[src/hdl/mma_pkg.sv]
package mma_pkg;

   // Fixed field widths
   localparam int CFG_W    = 60;
   localparam int FIELD_W  = 5;
   localparam int CHAN_W   = 4;
   localparam int SPEED_W  = 16;
   localparam int SAMPLE_W = 8;
   localparam int SUM_W    = 13;
   localparam int MAG_W    = 12;
   localparam int CNT_W    = $clog2(MAG_W + 1);
   localparam int Q_DEPTH  = 2;

   // Saturation limits of a speed sample
   localparam logic signed [SPEED_W-1:0] SPEED_MAX = 16'sd127;
   localparam logic signed [SPEED_W-1:0] SPEED_MIN = -16'sd128;

   // Request commands
   localparam logic CMD_FILTER = 1'b0;
   localparam logic CMD_CLEAR  = 1'b1;

   // Job kinds passed from front to back
   localparam logic [1:0] KIND_CLEAR  = 2'd0;
   localparam logic [1:0] KIND_ZERO   = 2'd1;
   localparam logic [1:0] KIND_FILTER = 2'd2;

   typedef struct packed {
      logic [1:0]                 kind;
      logic [CHAN_W-1:0]          chan_idx;
      logic [FIELD_W-1:0]         win;
      logic signed [SAMPLE_W-1:0] sample;
   } job_type;

endpackage

[src/hdl/mma_front.sv]
module mma_front import mma_pkg::*; #(
   parameter int CHANNELS   = 12,
   parameter int MAX_WINDOW = 20
) (
   input  logic                      clock,
   input  logic                      reset,
   input  logic                      req_valid,
   input  logic                      req_cmd,
   input  logic [CHAN_W-1:0]         req_channel,
   input  logic signed [SPEED_W-1:0] req_speed,
   output logic                      req_stall,
   input  logic                      csr_valid,
   output logic                      csr_ready,
   input  logic [CFG_W-1:0]          csr_wdata,
   input  logic                      q_full,
   output logic                      q_push,
   output job_type                   q_job
);

   logic [CFG_W-1:0]           win_cfg_ff;
   logic [CFG_W-1:0]           win_cfg_in;
   logic                       chan_ok;
   logic [CHAN_W-1:0]          chan_idx;
   logic [CHAN_W-1:0]          idx_sel;
   logic [FIELD_W-1:0]         field;
   logic [FIELD_W-1:0]         win;
   logic signed [SAMPLE_W-1:0] sample;

   // Window length register, always writable
   assign csr_ready  = 1'b1;
   assign win_cfg_in = (csr_valid && csr_ready) ? csr_wdata : win_cfg_ff;

   always_ff @(posedge clock) begin
      if (reset) begin
         win_cfg_ff <= '0;
      end else begin
         win_cfg_ff <= win_cfg_in;
      end
   end

   // Channel lookup and window clamp
   assign chan_ok  = (req_channel != '0) && (req_channel <= CHAN_W'(CHANNELS));
   assign chan_idx = req_channel - 1'b1;
   assign idx_sel  = chan_ok ? chan_idx : '0;
   assign field    = win_cfg_ff[idx_sel*FIELD_W +: FIELD_W];
   assign win      = (field > FIELD_W'(MAX_WINDOW)) ? FIELD_W'(MAX_WINDOW) : field;

   // Speed saturation
   always_comb begin
      if (req_speed > SPEED_MAX) begin
         sample = SPEED_MAX[SAMPLE_W-1:0];
      end else if (req_speed < SPEED_MIN) begin
         sample = SPEED_MIN[SAMPLE_W-1:0];
      end else begin
         sample = req_speed[SAMPLE_W-1:0];
      end
   end

   // Classify the request into a job
   always_comb begin
      q_job.chan_idx = idx_sel;
      q_job.win      = win;
      q_job.sample   = sample;
      if (req_cmd == CMD_CLEAR) begin
         q_job.kind = KIND_CLEAR;
      end else if (!chan_ok || win == '0) begin
         q_job.kind = KIND_ZERO;
      end else begin
         q_job.kind = KIND_FILTER;
      end
   end

   assign req_stall = q_full;
   assign q_push    = req_valid && !q_full;

endmodule

[src/hdl/mma_job_fifo.sv]
module mma_job_fifo import mma_pkg::*; (
   input  logic    clock,
   input  logic    reset,
   input  logic    push,
   input  job_type job_in,
   output logic    full,
   input  logic    pop,
   output logic    vld,
   output job_type job_out
);

   localparam int PTR_W = $clog2(Q_DEPTH);

   job_type                entry_ff [Q_DEPTH];
   logic [PTR_W-1:0]       wr_ptr_ff;
   logic [PTR_W-1:0]       wr_ptr_in;
   logic [PTR_W-1:0]       rd_ptr_ff;
   logic [PTR_W-1:0]       rd_ptr_in;
   logic [PTR_W:0]         count_ff;
   logic [PTR_W:0]         count_in;
   logic                   do_push;
   logic                   do_pop;

   assign full    = (count_ff == (PTR_W + 1)'(Q_DEPTH));
   assign vld     = (count_ff != '0);
   assign job_out = entry_ff[rd_ptr_ff];
   assign do_push = push && !full;
   assign do_pop  = pop && vld;

   // Pointer and fill count
   always_comb begin
      wr_ptr_in = do_push ? wr_ptr_ff + 1'b1 : wr_ptr_ff;
      rd_ptr_in = do_pop ? rd_ptr_ff + 1'b1 : rd_ptr_ff;
      count_in  = count_ff;
      if (do_push && !do_pop) begin
         count_in = count_ff + 1'b1;
      end else if (do_pop && !do_push) begin
         count_in = count_ff - 1'b1;
      end
   end

   always_ff @(posedge clock) begin
      if (reset) begin
         wr_ptr_ff <= '0;
         rd_ptr_ff <= '0;
         count_ff  <= '0;
      end else begin
         wr_ptr_ff <= wr_ptr_in;
         rd_ptr_ff <= rd_ptr_in;
         count_ff  <= count_in;
      end
   end

   // Entry storage
   always_ff @(posedge clock) begin
      if (do_push) begin
         entry_ff[wr_ptr_ff] <= job_in;
      end
   end

endmodule

[src/hdl/mma_back.sv]
module mma_back import mma_pkg::*; #(
   parameter int CHANNELS   = 12,
   parameter int MAX_WINDOW = 20
) (
   input  logic                       clock,
   input  logic                       reset,
   input  logic                       q_vld,
   input  job_type                    q_job,
   output logic                       q_pop,
   output logic                       rsp_valid,
   input  logic                       rsp_stall,
   output logic signed [SAMPLE_W-1:0] rsp_filtered_speed
);

   localparam int DEPTH  = CHANNELS * MAX_WINDOW;
   localparam int ADDR_W = (DEPTH > 1) ? $clog2(DEPTH) : 1;

   localparam logic [2:0] ST_IDLE = 3'd0;
   localparam logic [2:0] ST_WALK = 3'd1;
   localparam logic [2:0] ST_HEAD = 3'd2;
   localparam logic [2:0] ST_PREP = 3'd3;
   localparam logic [2:0] ST_DIV  = 3'd4;
   localparam logic [2:0] ST_OUT  = 3'd5;

   // History memory and per-entry valid bits
   logic [SAMPLE_W-1:0] mem [DEPTH];
   logic [DEPTH-1:0]    vld_ff;

   logic [2:0]                 state_ff, state_in;
   logic [ADDR_W-1:0]          base_ff, base_in;
   logic [FIELD_W-1:0]         rd_k_ff, rd_k_in;
   logic [FIELD_W-1:0]         wr_k_ff, wr_k_in;
   logic                       pend_ff, pend_in;
   logic signed [SAMPLE_W-1:0] sample_ff, sample_in;
   logic [FIELD_W-1:0]         win_ff, win_in;
   logic signed [SUM_W-1:0]    sum_ff, sum_in;
   logic                       neg_ff, neg_in;
   logic [MAG_W-1:0]           dvd_ff, dvd_in;
   logic [FIELD_W-1:0]         rem_ff, rem_in;
   logic [CNT_W-1:0]           cnt_ff, cnt_in;
   logic                       rsp_valid_ff, rsp_valid_in;
   logic signed [SAMPLE_W-1:0] rsp_data_ff, rsp_data_in;
   logic signed [SAMPLE_W-1:0] rd_data_ff;
   logic                       rd_vld_ff;

   logic                       rd_en;
   logic [ADDR_W-1:0]          rd_addr;
   logic                       wr_en;
   logic [ADDR_W-1:0]          wr_addr;
   logic signed [SAMPLE_W-1:0] wr_data;
   logic                       vld_clr;
   logic                       rsp_load;
   logic signed [SAMPLE_W-1:0] hist_val;
   logic [FIELD_W:0]           trial;
   logic [FIELD_W:0]           diff;
   logic                       ge;
   logic [MAG_W-1:0]           mag;
   logic [SAMPLE_W-1:0]        quo;

   // Entries never written since reset or clear read as zero
   assign hist_val = rd_vld_ff ? rd_data_ff : '0;

   // Restoring divide step
   assign trial = {rem_ff, dvd_ff[MAG_W-1]};
   assign diff  = trial - {1'b0, win_ff};
   assign ge    = (trial >= {1'b0, win_ff});
   assign mag   = sum_ff[SUM_W-1] ? MAG_W'(-sum_ff) : MAG_W'(sum_ff);
   assign quo   = dvd_ff[SAMPLE_W-1:0];

   assign rsp_load = (state_ff == ST_OUT) && (!rsp_valid_ff || !rsp_stall);

   // Sequencer
   always_comb begin
      state_in  = state_ff;
      base_in   = base_ff;
      rd_k_in   = rd_k_ff;
      wr_k_in   = wr_k_ff;
      pend_in   = pend_ff;
      sample_in = sample_ff;
      win_in    = win_ff;
      sum_in    = sum_ff;
      neg_in    = neg_ff;
      dvd_in    = dvd_ff;
      rem_in    = rem_ff;
      cnt_in    = cnt_ff;
      q_pop     = 1'b0;
      rd_en     = 1'b0;
      rd_addr   = base_ff + ADDR_W'(rd_k_ff - 1'b1);
      wr_en     = 1'b0;
      wr_addr   = base_ff;
      wr_data   = sample_ff;
      vld_clr   = 1'b0;
      unique case (state_ff)
         ST_IDLE: begin
            if (q_vld) begin
               q_pop = 1'b1;
               unique case (q_job.kind)
                  KIND_CLEAR: begin
                     vld_clr = 1'b1;
                  end
                  KIND_FILTER: begin
                     base_in   = ADDR_W'(q_job.chan_idx * MAX_WINDOW);
                     rd_k_in   = q_job.win - 1'b1;
                     pend_in   = 1'b0;
                     sum_in    = '0;
                     sample_in = q_job.sample;
                     win_in    = q_job.win;
                     state_in  = ST_WALK;
                  end
                  default: begin
                     dvd_in   = '0;
                     neg_in   = 1'b0;
                     state_in = ST_OUT;
                  end
               endcase
            end
         end
         ST_WALK: begin
            // read slot k-1 while writing the value read in the previous cycle into the slot above it
            if (rd_k_ff != '0) begin
               rd_en   = 1'b1;
               wr_k_in = rd_k_ff;
               rd_k_in = rd_k_ff - 1'b1;
               pend_in = 1'b1;
            end else begin
               pend_in = 1'b0;
            end
            if (pend_ff) begin
               wr_en   = 1'b1;
               wr_addr = base_ff + ADDR_W'(wr_k_ff);
               wr_data = hist_val;
               sum_in  = sum_ff + SUM_W'(hist_val);
            end
            if (rd_k_ff == '0 && !pend_ff) begin
               state_in = ST_HEAD;
            end
         end
         ST_HEAD: begin
            wr_en    = 1'b1;
            sum_in   = sum_ff + SUM_W'(sample_ff);
            state_in = ST_PREP;
         end
         ST_PREP: begin
            neg_in   = sum_ff[SUM_W-1];
            dvd_in   = mag;
            rem_in   = '0;
            cnt_in   = CNT_W'(MAG_W);
            state_in = ST_DIV;
         end
         ST_DIV: begin
            if (cnt_ff != '0) begin
               dvd_in = {dvd_ff[MAG_W-2:0], ge};
               rem_in = ge ? diff[FIELD_W-1:0] : trial[FIELD_W-1:0];
               cnt_in = cnt_ff - 1'b1;
            end else begin
               state_in = ST_OUT;
            end
         end
         ST_OUT: begin
            if (rsp_load) begin
               state_in = ST_IDLE;
            end
         end
         default: begin
            state_in = ST_IDLE;
         end
      endcase
   end

   // Output register
   always_comb begin
      rsp_data_in = rsp_data_ff;
      if (rsp_load) begin
         rsp_data_in = neg_ff ? SAMPLE_W'(~quo + 1'b1) : quo;
      end
      if (rsp_load) begin
         rsp_valid_in = 1'b1;
      end else if (rsp_stall) begin
         rsp_valid_in = rsp_valid_ff;
      end else begin
         rsp_valid_in = 1'b0;
      end
   end

   assign rsp_valid          = rsp_valid_ff;
   assign rsp_filtered_speed = rsp_data_ff;

   // Control registers
   always_ff @(posedge clock) begin
      if (reset) begin
         state_ff     <= ST_IDLE;
         pend_ff      <= 1'b0;
         rsp_valid_ff <= 1'b0;
      end else begin
         state_ff     <= state_in;
         pend_ff      <= pend_in;
         rsp_valid_ff <= rsp_valid_in;
      end
   end

   // Datapath registers
   always_ff @(posedge clock) begin
      base_ff     <= base_in;
      rd_k_ff     <= rd_k_in;
      wr_k_ff     <= wr_k_in;
      sample_ff   <= sample_in;
      win_ff      <= win_in;
      sum_ff      <= sum_in;
      neg_ff      <= neg_in;
      dvd_ff      <= dvd_in;
      rem_ff      <= rem_in;
      cnt_ff      <= cnt_in;
      rsp_data_ff <= rsp_data_in;
   end

   // Valid bits: cleared by reset and by the clear request
   always_ff @(posedge clock) begin
      if (reset || vld_clr) begin
         vld_ff <= '0;
      end else if (wr_en) begin
         vld_ff[wr_addr] <= 1'b1;
      end
   end

   // History memory, one write and one registered read port
   always_ff @(posedge clock) begin
      if (wr_en) begin
         mem[wr_addr] <= wr_data;
      end
      if (rd_en) begin
         rd_data_ff <= mem[rd_addr];
         rd_vld_ff  <= vld_ff[rd_addr];
      end
   end

endmodule

[src/hdl/multichannel_moving_average_core.sv]
// Sequence: a filter request walks the window history, writes the head sample, sets up
// the divide, runs the 12-step restoring divider and loads the result register.
// Zero-result requests go straight to loading the result register; clear gives none.
// The back end serves one request at a time, and a stalled result holds it. Reset (sync,
// active high) zeroes window lengths and invalidates all history.
module multichannel_moving_average_core import mma_pkg::*; #(
   parameter int CHANNELS   = 12,
   parameter int MAX_WINDOW = 20
) (
   input  logic                       clock,
   input  logic                       reset,
   input  logic                       req_valid,
   output logic                       req_stall,
   input  logic                       req_cmd,
   input  logic [CHAN_W-1:0]          req_channel,
   input  logic signed [SPEED_W-1:0]  req_speed,
   output logic                       rsp_valid,
   input  logic                       rsp_stall,
   output logic signed [SAMPLE_W-1:0] rsp_filtered_speed,
   input  logic                       csr_valid,
   output logic                       csr_ready,
   input  logic [CFG_W-1:0]           csr_wdata
);

   logic    q_full;
   logic    q_push;
   logic    q_pop;
   logic    q_vld;
   job_type q_job_in;
   job_type q_job_out;

   // Front: config register and request classification
   mma_front #(
      .CHANNELS   (CHANNELS),
      .MAX_WINDOW (MAX_WINDOW)
   ) u_front (
      .clock       (clock),
      .reset       (reset),
      .req_valid   (req_valid),
      .req_cmd     (req_cmd),
      .req_channel (req_channel),
      .req_speed   (req_speed),
      .req_stall   (req_stall),
      .csr_valid   (csr_valid),
      .csr_ready   (csr_ready),
      .csr_wdata   (csr_wdata),
      .q_full      (q_full),
      .q_push      (q_push),
      .q_job       (q_job_in)
   );

   // Job queue between front and back
   mma_job_fifo u_fifo (
      .clock   (clock),
      .reset   (reset),
      .push    (q_push),
      .job_in  (q_job_in),
      .full    (q_full),
      .pop     (q_pop),
      .vld     (q_vld),
      .job_out (q_job_out)
   );

   // Back: history walk, divide and result register
   mma_back #(
      .CHANNELS   (CHANNELS),
      .MAX_WINDOW (MAX_WINDOW)
   ) u_back (
      .clock              (clock),
      .reset              (reset),
      .q_vld              (q_vld),
      .q_job              (q_job_out),
      .q_pop              (q_pop),
      .rsp_valid          (rsp_valid),
      .rsp_stall          (rsp_stall),
      .rsp_filtered_speed (rsp_filtered_speed)
   );

endmodule

[config.mk]
export PLATFORM = sky130hd
export DESIGN_NAME = multichannel_moving_average_core
export DESIGN_NICKNAME = d
export VERILOG_FILES = /design/src/hdl/mma_pkg.sv /design/src/hdl/mma_front.sv /design/src/hdl/mma_job_fifo.sv /design/src/hdl/mma_back.sv /design/src/hdl/multichannel_moving_average_core.sv
export SDC_FILE = /design/constraint.sdc
export NUM_CORES = 2
export LEC_CHECK = 0
export CAP_MARGIN = 20
export CORE_MARGIN = 3
export CORE_UTILIZATION = 45
export CTS_BUF_LIST = sky130_fd_sc_hd__clkbuf_8
export CTS_CLUSTER_SIZE = 28
export DETAILED_ROUTE_END_ITERATION = 16
export DONT_BUFFER_PORTS = 1
export GPL_ROUTABILITY_DRIVEN = 0
export HOLD_SLACK_MARGIN = 0.06
export PLACE_DENSITY = 0.59
export SLEW_MARGIN = 20
export SYNTH_ARGS = -nofsm -noshare
export SYNTH_HDL_FRONTEND = slang
export SYNTH_SLANG_ARGS = --single-unit
[constraint.sdc]
create_clock -name clock -period 16.46 [get_ports clock]
set_input_delay 0.823 -clock clock [delete_from_list [all_inputs] [get_ports clock]]
set_output_delay 0.823 -clock clock [all_outputs]
set_load 0.005 [all_outputs]
==> results.ini <==
[clocking]
clock-sinks = 2349
root_buffer = clkbuf_8
post-cts-setup-buffers = 0
clk_path_buf_depth = 4
tritoncts = built
hold_buffers = 134
htreeDepth = 5
numCtsBuffers = 395
clk_latency_ns = 1.08
clkTransAtPathRegs_ns = 0.06
cts_resized = 0

[sta]
setup_viol = 0
timing.final.crit_share_pct = 34.6
max_freq_ghz = 0.176
fin_crit_ns = 5.70
slew_viol_final = 0
skew_ns = 0.0973
hold_viol_final = 0
slew_headroom_pct = 23.4
worst_slew_pin_slew_ns = 1.14
rsz0062_at_grt = no
fin_setup_tns_ns = 0

[grt]
grtUsageTotal_pct = 22.4
grt_pass1_vias = 48400
grt_first_pass_wirelength_um = 344000
grt_util_met1_pct = 31.6
grt_util_met2_pct = 35.5
antenna_found_initial = 9
grt_max_degree = 241
top_usage_layer = met2
use_met3_pct = 4.75
gr-total-overflow = 0

[layout]
fin_util_pct = 51.5
ff_latch_area_um2 = 67400
post_route_cells_drive_above_1_share_pct = 25.3
syn2layout_area_growth_pct = 13.1
design_area_um2 = 105000
layout.nets = 5230
fillers = 16400
multi_input_area_um2 = 24100

[synth]
synthFlopType = edfxtp_1
ys_seq_area_share_pct = 72.8
syn_inst = 4752
synth_area_um2 = 92700
synth-edff-count = 2039
synth_top_area_cell = edfxtp_1
synth_most_common_cell = edfxtp_1
ys_top_cells_by_count = 2,039 x edfxtp_1, 656 x mux4_2, 398 x nor2_1
ys_ff_latch = 2349
syn_area_per_cell_um2 = 19.5
synth_top_area_share_pct = 66.1
synthTopCellsByArea = edfxtp_1 66%, mux4_2 16%, dfxtp_1 6.7%, o21a_1 2.1%, nor2_1 1.6%
synthArstFlopShare_pct = 0
yosys_warnings = 0
syn-num-nets = 4880
ys_types = 73

[setup_path]
critPathSlowestCell = buf_4
cp-start-kind = flop
cp_cell_sequence = buf_4 -> buf_4 -> buf_4 -> buf_4 -> mux4_2 -> mux4_2 -> and3_1 -> a221oi_1 -> a2bb2oi_1 -> o211ai_1
cpMostUsedCell = buf_4
critPathTopFamily = buffers and inverters
worst_ep_arrival_time_ns = 6.48
path_buf_inv = 4
cp.required_ns = 17.24
worstSetupPathType = reg -> reg
crit_fanout = 41
cpPeakStageDelay_ns = 0.74
cp-end-kind = flop

[detailed_routing]
firstDrtPassIters = 7
detail_route.iter0.violations = 4928
dr_total_vias = 47700
drcViolationCount = 0
drt-total-wl_um = 235000
antenna_left = 0
wl_per_cell_um = 29.1
vias_per_cell = 5.90

[pwr]
ir_worst_vdd_mv = 0.256
leakage_nw = 34.1
powerDensity_nw_per_um2 = 184

[floorplanning]
core_um2 = 204000
die_w_um = 460
rows = 165
die-area_um2 = 211000
start_util_pct = 45.5
io_pins = 97
dieHeight_um = 460

[placement]
place_area_um2 = 95800
port_buffers = 0
dp_hpwl_um = 137000

[flow_run]
maxCapViolations = 0

[run_status]
outcome = finished clean

[worst_hold_path]
min_path_type = in -> reg

metal layers:
layer / vias up / wire [um]
met5: - / 8
met4: 2 / 5850
met3: 374 / 17100
met2: 1815 / 113000
met1: 25500 / 99000
li1: 20100 / -
report_power, final:
part / switching (mW) / internal, mW
Sequential: 0.104 / 6.88
Combinational: 4.52 / 2.87
Clock: 2.32 / 2.63
per-stage QoR:
step	power [mW]	setup slack, ns	cells	hold WS, ns
global route	20.1	10.26	8094	0.122
CTS	19.5	10.68	8085	0.0703
finish	19.3	10.76	8095	0.191
global placement	14.5	10.68	7236	0.441
detailed placement	14.5	10.71	7238	0.448
floorplan	11.9	3.92	4752	0.435
worst reg2reg max path, stage by stage (launching register included):
cell	delay (ns)
edfxtp_1	0.34
buf_4	0.54
buf_4	0.75
buf_4	0.79
buf_4	0.72
mux4_2	0.59
mux4_2	0.48
and3_1	0.23
a221oi_1	0.56
a2bb2oi_1	0.28
o211ai_1	0.13
path summary, 6_finish.rpt:
kind | cells past startpoint | startpoint | endpoint | slack (ns)
hold reg to reg | 1 | u_back.vld_ff[12] | u_back.vld_ff[12] | 0.46
setup reg to reg | 10 | u_back.rd_k_ff[0] | u_back.rd_data_ff[6] | 10.76
hold / removal | 1 | rsp_stall | u_back.rsp_filtered_speed[4] | 0.19
setup / recovery | 10 | u_back.rd_k_ff[0] | u_back.rd_data_ff[6] | 10.76
registers in the layout (all words and copies together), names as in the netlist, named ones only:
signal                     flops
u_back.rem_ff                  5
u_back.vld_ff                240
u_back.pend_ff                 1
u_fifo.wr_ptr_ff               1
u_back.rsp_filtered_speed      8
u_back.win_ff                  5
u_back.dvd_ff                 12
u_back.rd_k_ff                 5
u_back.state_ff                3
u_back.mem                  1920
u_back.sample_ff               8
u_back.rd_vld_ff               1
u_fifo.count_ff                2
u_fifo.rd_ptr_ff               1
u_back.sum_ff                 13
u_back.cnt_ff                  4
u_back.base_ff                 6
u_fifo.entry_ff               38
u_back.neg_ff                  1
u_front.win_cfg_ff            60
u_back.wr_k_ff                 5
u_back.rd_data_ff              8
u_back.rsp_valid               1
layout make-up:
type / instances / area share (%)
inverters: 36 / 0.129
flip-flops and latches: 2349 / 64.3
repair buffers: 232 / 2.20
multi-input cells: 2088 / 23.0
well taps: 2672 / 3.19
clock buffers: 456 / 5.99
diodes: 5 / 0.0119
clock inverters: 257 / 1.20
layout by cell type, fill, tap and decap left out, types with 31 or more instances in the layout:
cell           instances
a211oi_1              33
buf_4                 81
ha_1                  35
clkbuf_8             456
mux4_2               656
nor2_1               369
nand3_1               31
o21ai_0               60
edfxtp_1            2039
nand2_1              126
inv_1                187
clkinv_1              54
clkinv_2              31
dlygate4sd3_1        133
mux2i_1              109
dfxtp_1              310
a21oi_1               55
o21a_1               254
cells by family (layout without fill, tap and decap cells):
logic type / Yosys count / in the layout / share of synthesized area [%]
DFF: 2349 / 2349 / 72.8
muxes: 795 / 795 / 17.5
and+or+nand+nor: 692 / 692 / 3.20
AOI/OAI and AO/OA: 506 / 506 / 3.80
buffers and inverters: 315 / 981 / 1.63
xor gates and xnor gates: 52 / 52 / 0.500
adders and majority gates: 42 / 42 / 0.608
other: 1 / 6 / 0.00405
Note: power is estimated with default switching activity, not from simulation.
